===== config.mk =====
export PLATFORM = sky130hd
export DESIGN_NAME = round_robin_buffer_pool_reserver
export DESIGN_NICKNAME = d
export VERILOG_FILES = /design/src/design/rrbp_pkg.sv /design/src/design/rrbp_ram.sv /design/src/design/round_robin_buffer_pool_reserver.sv
export SDC_FILE = /design/constraint.sdc
export NUM_CORES = 2
export LEC_CHECK = 0
export ABC_AREA = 1
export BUFFER_PORTS_ARGS = -buffer_cell sky130_fd_sc_hd__buf_2
export CORE_AREA = 2 2 644 646
export DETAILED_ROUTE_END_ITERATION = 10
export DIE_AREA = 0 0 646 648
export PLACE_DENSITY = 0.45
export SLEW_MARGIN = 5
export SYNTH_ARGS = -nofsm -noshare
export SYNTH_HDL_FRONTEND = slang
export SYNTH_SLANG_ARGS = --single-unit
export TNS_END_PERCENT = 50

===== constraint.sdc =====
create_clock -name clk -period 7.5 [get_ports clk]
set_clock_uncertainty 0.15 [all_clocks]
set_input_delay 1.5 -clock clk [delete_from_list [all_inputs] [get_ports clk]]
set_output_delay 1.5 -clock clk [all_outputs]
set_load 0.005 [all_outputs]

===== src/design/rrbp_pkg.sv =====
`timescale 1ns / 1ps
package rrbp_pkg;
  localparam int SURFACES = 8;
  localparam int POOL_DEPTH = 4;
  localparam int IN_FLIGHT = 16;
  localparam int ID_BITS = 32;
  localparam int SURF_BITS = 3;
  localparam int SLOT_BITS = 2;
  localparam int CNT_BITS = 3;
  localparam int MAP_BITS = 4;
  localparam int POOL_ADDR_BITS = 5;
  localparam int POOL_WORDS = SURFACES * POOL_DEPTH;

  localparam logic [2:0] ACT_ADD = 3'd0;
  localparam logic [2:0] ACT_CLEAR = 3'd1;
  localparam logic [2:0] ACT_RESERVE = 3'd2;
  localparam logic [2:0] ACT_RELEASE = 3'd3;
  localparam logic [2:0] ACT_DONE = 3'd4;

  localparam logic [2:0] ST_OK = 3'd0;
  localparam logic [2:0] ST_NO_POOL = 3'd1;
  localparam logic [2:0] ST_EXHAUSTED = 3'd2;
  localparam logic [2:0] ST_DUPLICATE = 3'd3;
  localparam logic [2:0] ST_TABLE_FULL = 3'd4;
  localparam logic [2:0] ST_NO_MAPPING = 3'd5;
  localparam logic [2:0] ST_MISMATCH = 3'd6;
endpackage


===== src/design/rrbp_ram.sv =====
`timescale 1ns / 1ps
module rrbp_ram #(
  parameter int WIDTH = 32,
  parameter int DEPTH = 32
) (
  input  logic                     clk,
  input  logic                     we,
  input  logic [$clog2(DEPTH)-1:0] waddr,
  input  logic [WIDTH-1:0]         wdata,
  input  logic [$clog2(DEPTH)-1:0] raddr,
  output logic [WIDTH-1:0]         rdata
);
  logic [WIDTH-1:0] mem [DEPTH];

  always_ff @(posedge clk) begin
    if (we) begin
      mem[waddr] <= wdata;
    end
    rdata <= mem[raddr];
  end
endmodule


===== src/design/round_robin_buffer_pool_reserver.sv =====
`timescale 1ns / 1ps
// Keeps a pool of up to four buffer ids per surface and a table of sixteen
// in-flight presents, each holding one buffer.
// A request enters on the in_ channel (in_valid, in_stall) and carries an
// action, a surface, and ids. Exactly one result leaves on the out_ channel
// (out_valid, out_stall) for every request, in order.
// One request is worked on at a time. Release, done, unknown actions and any
// request on a surface with an empty pool pass through the read and finish
// states only, with no pool read. Add, clear and reserve read the surface's
// pool one entry at a time (address, then compare), up to 4 entries, before
// the result is presented. Add and clear read every entry; reserve stops at
// the first free buffer. The next request is accepted in the cycle after the
// result leaves. The pool memory has one read port with a registered read,
// which is why each entry takes an address step and a compare step. The map
// table sits in flip-flops and is searched in parallel.
// Reset clears the pool counts, the round-robin indexes and all map valid
// bits; there is no clearing pass.
// The result waits in an output register while out_stall is high. The next
// request is taken only after the result has left.
module round_robin_buffer_pool_reserver (
  input  logic        clk,
  input  logic        rst_n,
  input  logic        in_valid,
  output logic        in_stall,
  input  logic [2:0]  in_action,
  input  logic [2:0]  in_surface,
  input  logic [31:0] in_buffer_id,
  input  logic [31:0] in_present_tag,
  input  logic        in_has_expected,
  input  logic [31:0] in_expected_buffer,
  output logic        out_valid,
  input  logic        out_stall,
  output logic        out_granted,
  output logic [31:0] out_result_buffer,
  output logic [2:0]  out_status
);
  localparam int NB = rrbp_pkg::ID_BITS;
  localparam int MB = rrbp_pkg::MAP_BITS;
  localparam int SB = rrbp_pkg::SLOT_BITS;
  localparam int CB = rrbp_pkg::CNT_BITS;

  typedef enum logic [2:0] {S_IDLE, S_READ, S_WAIT, S_CHECK, S_FIN, S_OUT} state_t;

  state_t state_r;
  logic [2:0] act_r;
  logic [rrbp_pkg::SURF_BITS-1:0] surf_r;
  logic [NB-1:0] buf_r, tag_r, exp_r;
  logic hasexp_r;
  logic [CB-1:0] cnt_r [rrbp_pkg::SURFACES];
  logic [SB-1:0] nxt_r [rrbp_pkg::SURFACES];
  logic [rrbp_pkg::IN_FLIGHT-1:0] mvalid_r;
  logic [NB-1:0] mpres_r [rrbp_pkg::IN_FLIGHT];
  logic [NB-1:0] mbuf_r [rrbp_pkg::IN_FLIGHT];
  logic [CB-1:0] step_r;
  logic [SB-1:0] idx_r;
  logic found_r, dup_r;
  logic [NB-1:0] cand_r;
  logic [SB-1:0] candi_r;
  logic granted_r;
  logic [31:0] rbuf_r;
  logic [2:0] status_r;
  logic granted_nxt;
  logic [31:0] rbuf_nxt;
  logic [2:0] status_nxt;

  logic we;
  logic [rrbp_pkg::POOL_ADDR_BITS-1:0] waddr, raddr;
  logic [NB-1:0] rdata;

  rrbp_ram #(.WIDTH(NB), .DEPTH(rrbp_pkg::POOL_WORDS)) u_pool (
    .clk(clk), .we(we), .waddr(waddr), .wdata(buf_r), .raddr(raddr), .rdata(rdata)
  );

  logic [CB-1:0] n;
  assign n = cnt_r[surf_r];
  assign raddr = {surf_r, idx_r};
  assign waddr = {surf_r, n[SB-1:0]};
  assign we = (state_r == S_FIN) && (act_r == rrbp_pkg::ACT_ADD) && !dup_r &&
              (n < CB'(rrbp_pkg::POOL_DEPTH));

  logic held;
  logic [rrbp_pkg::IN_FLIGHT-1:0] held_v, pres_v;
  logic pres_hit, free_hit;
  logic [MB-1:0] pres_i, free_i;
  always_comb begin
    pres_hit = 1'b0;
    free_hit = 1'b0;
    pres_i = '0;
    free_i = '0;
    for (int i = 0; i < rrbp_pkg::IN_FLIGHT; i++) begin
      held_v[i] = mvalid_r[i] && (mbuf_r[i] == rdata);
      pres_v[i] = mvalid_r[i] && (mpres_r[i] == tag_r);
    end
    for (int i = rrbp_pkg::IN_FLIGHT - 1; i >= 0; i--) begin
      if (pres_v[i]) begin
        pres_hit = 1'b1;
        pres_i = MB'(i);
      end
      if (!mvalid_r[i]) begin
        free_hit = 1'b1;
        free_i = MB'(i);
      end
    end
    held = |held_v;
  end

  logic [SB-1:0] idx_inc;
  always_comb begin
    if ({1'b0, idx_r} + (SB+1)'(1) >= (SB+1)'(n)) idx_inc = '0;
    else idx_inc = idx_r + SB'(1);
  end

  logic [SB-1:0] start;
  always_comb begin
    start = nxt_r[surf_r];
    if (CB'(start) >= n && n != '0) start = SB'(CB'(start) - n);
    if (CB'(start) >= n && n != '0) start = SB'(CB'(start) - n);
    if (CB'(start) >= n && n != '0) start = SB'(CB'(start) - n);
  end

  always_comb begin
    granted_nxt = 1'b0;
    rbuf_nxt = '0;
    status_nxt = rrbp_pkg::ST_OK;
    unique case (act_r)
      rrbp_pkg::ACT_ADD: begin
        if (dup_r) status_nxt = rrbp_pkg::ST_DUPLICATE;
        else if (n >= CB'(rrbp_pkg::POOL_DEPTH)) status_nxt = rrbp_pkg::ST_TABLE_FULL;
      end
      rrbp_pkg::ACT_RESERVE: begin
        if (n == '0) status_nxt = rrbp_pkg::ST_NO_POOL;
        else if (!found_r) status_nxt = rrbp_pkg::ST_EXHAUSTED;
        else if (!pres_hit && !free_hit) status_nxt = rrbp_pkg::ST_TABLE_FULL;
        else begin
          granted_nxt = 1'b1;
          rbuf_nxt = cand_r;
        end
      end
      rrbp_pkg::ACT_RELEASE: begin
        if (!pres_hit) status_nxt = rrbp_pkg::ST_NO_MAPPING;
        else if (hasexp_r && mbuf_r[pres_i] != exp_r) status_nxt = rrbp_pkg::ST_MISMATCH;
      end
      rrbp_pkg::ACT_DONE: begin
        if (!pres_hit) status_nxt = rrbp_pkg::ST_NO_MAPPING;
        else begin
          granted_nxt = 1'b1;
          rbuf_nxt = mbuf_r[pres_i];
        end
      end
      default: ;
    endcase
  end

  always_ff @(posedge clk) begin
    if (!rst_n) begin
      state_r <= S_IDLE;
      surf_r <= '0;
      mvalid_r <= '0;
      for (int i = 0; i < rrbp_pkg::SURFACES; i++) begin
        cnt_r[i] <= '0;
        nxt_r[i] <= '0;
      end
    end else begin
      unique case (state_r)
        S_IDLE: begin
          if (in_valid) begin
            act_r <= in_action;
            surf_r <= in_surface;
            buf_r <= in_buffer_id;
            tag_r <= in_present_tag;
            hasexp_r <= in_has_expected;
            exp_r <= in_expected_buffer;
            state_r <= S_READ;
          end
        end
        S_READ: begin
          step_r <= '0;
          found_r <= 1'b0;
          dup_r <= 1'b0;
          idx_r <= (act_r == rrbp_pkg::ACT_RESERVE) ? start : '0;
          if ((act_r == rrbp_pkg::ACT_ADD || act_r == rrbp_pkg::ACT_CLEAR ||
               act_r == rrbp_pkg::ACT_RESERVE) && n != '0) state_r <= S_WAIT;
          else state_r <= S_FIN;
        end
        S_WAIT: state_r <= S_CHECK;
        S_CHECK: begin
          if (act_r == rrbp_pkg::ACT_ADD && rdata == buf_r) dup_r <= 1'b1;
          if (act_r == rrbp_pkg::ACT_CLEAR) mvalid_r <= mvalid_r & ~held_v;
          if (act_r == rrbp_pkg::ACT_RESERVE && !held) begin
            found_r <= 1'b1;
            cand_r <= rdata;
            candi_r <= idx_r;
            state_r <= S_FIN;
          end else if (step_r + CB'(1) >= n) begin
            state_r <= S_FIN;
          end else begin
            step_r <= step_r + CB'(1);
            idx_r <= idx_inc;
            state_r <= S_WAIT;
          end
        end
        S_FIN: begin
          granted_r <= granted_nxt;
          rbuf_r <= rbuf_nxt;
          status_r <= status_nxt;
          unique case (act_r)
            rrbp_pkg::ACT_ADD: begin
              if (status_nxt == rrbp_pkg::ST_OK) begin
                if (n == '0) nxt_r[surf_r] <= '0;
                cnt_r[surf_r] <= n + CB'(1);
              end
            end
            rrbp_pkg::ACT_CLEAR: begin
              cnt_r[surf_r] <= '0;
              nxt_r[surf_r] <= '0;
            end
            rrbp_pkg::ACT_RESERVE: begin
              if (granted_nxt) begin
                mvalid_r[pres_hit ? pres_i : free_i] <= 1'b1;
                mpres_r[pres_hit ? pres_i : free_i] <= tag_r;
                mbuf_r[pres_hit ? pres_i : free_i] <= cand_r;
                nxt_r[surf_r] <= ({1'b0, candi_r} + (SB+1)'(1) >= (SB+1)'(n)) ? '0
                                 : candi_r + SB'(1);
              end
            end
            rrbp_pkg::ACT_RELEASE: begin
              if (status_nxt == rrbp_pkg::ST_OK) mvalid_r[pres_i] <= 1'b0;
            end
            rrbp_pkg::ACT_DONE: begin
              if (granted_nxt) mvalid_r[pres_i] <= 1'b0;
            end
            default: ;
          endcase
          state_r <= S_OUT;
        end
        S_OUT: if (!out_stall) state_r <= S_IDLE;
        default: state_r <= S_IDLE;
      endcase
    end
  end

  assign in_stall = (state_r != S_IDLE);
  assign out_valid = (state_r == S_OUT);
  assign out_granted = granted_r;
  assign out_result_buffer = rbuf_r;
  assign out_status = status_r;

`ifndef SYNTHESIS
  a_one_side: assert property (@(posedge clk) disable iff (!rst_n)
    !(out_valid && !in_stall)) else $error("input open while result pending");
  a_cnt: assert property (@(posedge clk) disable iff (!rst_n)
    cnt_r[surf_r] <= CB'(rrbp_pkg::POOL_DEPTH)) else $error("pool count too large");
  a_hold: assert property (@(posedge clk) disable iff (!rst_n)
    out_valid && out_stall |=> out_valid && $stable(out_result_buffer))
    else $error("result dropped");
  a_grant: assert property (@(posedge clk) disable iff (!rst_n)
    out_valid && out_granted |-> out_status == rrbp_pkg::ST_OK)
    else $error("grant with error");
`endif
endmodule


==> reports/summary.txt <==
P per Cell Area = 265.5 mW/mm^2
Met2 usage in global routing = 33.35%
Post-Synthesis Cells = 8799
Largest family of logic cells by synthesized area = simple AND/OR/NAND/NOR gates
Hold_buf cts = 0
Crit path DAT = 7.74 ns
Worst relative slew slack = 8.587%
Fin. Hold Viols = 0
Commonest non-fill, non-tap cell in the layout = edfxtp_1
FF-to-FF path depth = 42
Leakage = 42.20 nW
Die ar. = 0.4186 mm^2
FFs w/ async S/R, synth = 0%
Io pins = 145
Worst skew pair latency = 0.90 ns
DP HPWL = 285900 um
Pre-CTS WS = -0.5543 ns
Number of max-cap violations = 0
Dominant cells by area after synthesis = edfxtp_1 66%, nand2_1 4.9%, nor2_1 4.1%
Clock sink count = 2322
CTS Buf Count = 272
Largest delay share family, worst path = simple AND/OR/NAND/NOR gates
RSZ-0062 raised after global routing = false
Number of global-route vias before repair = 71938
Port bufs = 144
DR WL/cell = 29.49 um
Die Span Y = 648 um
Worst setup SP type = flop
Worst path depth = 42
Nets = 9290
Via Count = 74519
Post-route ant nets = 0
Gr ovfl total = 0
Drt drc = 0
Register area share after synthesis = 67.37%
GR peak layer = met2
Share of cells above drive strength 1 = 12.05%
Routing usage on met3 = 3.101%
Site Rows = 236
Critical path class = flop to flop
Critical Path RT = 7.95 ns
Reg2reg setup slack = 0.21 ns
Critical path capture point type = flop
Finish-stage setup viols = 0
Outcome = completed
Final Util = 29.40%
Met1 Usage GRT = 26.08%
Global-route wire length before repair = 596500 um
Worst path most repeated cell = nand2_1
Vias/cell = 5.016
Longest Clk Path Bufs = 4
R2r startpoint = tag_r[5]
Largest net degree at the start of global routing = 194
Adder-cell share of the synthesized area = 0.2681%
Final GP Congestion = 0.9472
Min Clock Period, post-route = 7.287 ns
Post-Synth Simple-Gate Area = 15.18%
Overall power after layout = 0.03214 W
Mux cell area share after synthesis = 0.01097%
Seq cells post-synth = 2322
Max incr delay on CP = 0.39 ns
End of the worst register-to-register path = cnt_r[3][2]
Drt pass-1 iters = 9
Clk pin slew, worst setup/hold paths = 0.06 ns
Xor/xnor share of the synthesized area = 4.709%
Initial antenna violation count = 22
Net Count, Synth = 8928
Core Box Area = 0.4119 mm^2
Slowest CP cell = buf_12
Worst Setup SP = tag_r[5]
Critical path buffer and inverter count = 5
TritonCTS clock tree = yes
Fill count = 41996
Dominant cell type by area after synthesis = edfxtp_1
CP Capture Point = cnt_r[3][2]
DR iter-0 viols = 8722
Hold WC Path Type = flop to flop
Fin worst setup slack = 0.2127 ns
Post-synth EDFFs = 2265
Worst Tran Pin Value = 1.368 ns
Area Growth Syn to Fin = 17.95%
Peak supply drop = 0.0001630 V
Fin crit share = 97.16%
H-tree levels = 5
Slew Limit Fails = 0
Fmax = 0.1372 GHz
Synth Area in Compound Gates = 7.543%
Synth Cell Area = 0.1027 mm^2
Ys flop type = edfxtp_1
DIE WIDTH = 646 um
Post-Syn Area per Cell = 11.67 um^2
Overall Global Routing Usage = 20.26%
Synth unique cells = 63
Routed Wire Length = 438000 um
CP max FO = 74
Clock Root Buffer = clkbuf_16
Starting Density = 24.92%
Top-area cell type share of the netlist area = 66.25%
YS warnings = 0
Commonest cells after routing, fill and taps aside = 2265 x edfxtp_1, 1349 x nand2_1, 1070 x nor2_1
[power breakdown]
group	switching [W]	total (W)	internal [W]
Clock	0.00553	0.0129	0.00737
Combinational	0.00337	0.00459	0.00122
Sequential	0.000274	0.0147	0.0144
Total	0.00917	0.0321	0.0230
[cells in the mapped netlist, types with 40 or more instances]
cell type	count
nor2_1	1127
inv_1	737
or2_2	40
o2111ai_1	41
a22o_1	69
xor2_1	241
a21oi_1	72
nand3_1	300
nand4_1	338
buf_1	57
edfxtp_1	2265
nor4_1	99
dfxtp_1	57
a221oi_1	88
buf_2	112
clkbuf_1	308
xnor2_1	311
nand2_1	1349
o22ai_1	70
nand3b_1	150
o32ai_1	256
nor3_1	77
o21ai_0	391
[stage by stage]
step	hold slack (ns)	TNS, ns	cells	cell area (um^2)
2_1_floorplan	0.2564	0	8799	102700
3_3_place_gp	0.2829	-39.98	14356	112500
3_5_place_dp	0.2981	-39.02	14356	112500
4_1_cts	0.3172	0	14827	120900
6_report	0.3154	0	14856	121100
5_1_grt	0.3265	0	14848	121100
[cell families (layout without fill, tap and decap cells)]
| family | count (synthesis) | in the layout |
|---|---|---|
| buffers and inverters | 1277 | 1833 |
| other | 0 | 27 |
| AND/OR/NAND/NOR | 3521 | 3521 |
| flip-flops | 2322 | 2322 |
| XOR/XNOR | 552 | 552 |
| AO/OA/AOI/OAI | 1104 | 1104 |
| multiplexers | 1 | 1 |
| adder cells (fa/ha/maj) | 22 | 22 |
[how the worst min path moves through the flow]
stage / startpoint / endpoint / slack [ns] / cells after the start
floorplan: u_pool.rdata[0] / cand_r[0] / 0.26 / 0
CTS: cand_r[12] / mbuf_r[11][12] / 0.32 / 0
global placement: cand_r[12] / mbuf_r[11][12] / 0.28 / 0
finish: cand_r[12] / mbuf_r[11][12] / 0.32 / 0
detailed placement: cand_r[12] / mbuf_r[11][12] / 0.30 / 0
global route: cand_r[12] / mbuf_r[11][12] / 0.33 / 0
[what timing repair did]
item	in CTS	in global routing
pin swaps	1	0
gates cloned	0	1
resized for setup	5	10
setup endpoints to repair	97	96
buffers inserted	3	1
endpoints found under the hold margin	0	0
[final cells by class]
cell class / count / area, um^2 / share of cell area [%]
Antenna cell: 27 / 67.56 / 0.05580
Clock buffer: 357 / 7368 / 6.085
Clock inverter: 111 / 992.2 / 0.8194
Inverter: 774 / 2920 / 2.412
Multi-Input combinational cell: 5200 / 29030 / 23.98
Sequential cell: 2322 / 69160 / 57.11
Tap cell: 5474 / 6849 / 5.656
Timing Repair Buffer: 591 / 4697 / 3.879
[routing by layer]
layer  share of wire, %  vias to the layer above  routed length, um
met5             0.0055                        -                 24
met4                5.4                        4              23770
met3                6.9                      734              30200
met2                 47                     3471             205000
met1                 41                    38159             179100
li1                   -                    32151                  -
[flip-flops by register name, summed over array words and instances, names as in the netlist, 16 cells and up, named ones only]
signal / count
mbuf_r: 512
mpres_r: 512
nxt_r: 16
buf_r: 32
u_pool.rdata: 32
u_pool.mem: 1024
mvalid_r: 16
tag_r: 32
exp_r: 32
out_result_buffer: 32
cand_r: 32
cnt_r: 24
No activity file was read; power rests on OpenSTA's default activity.
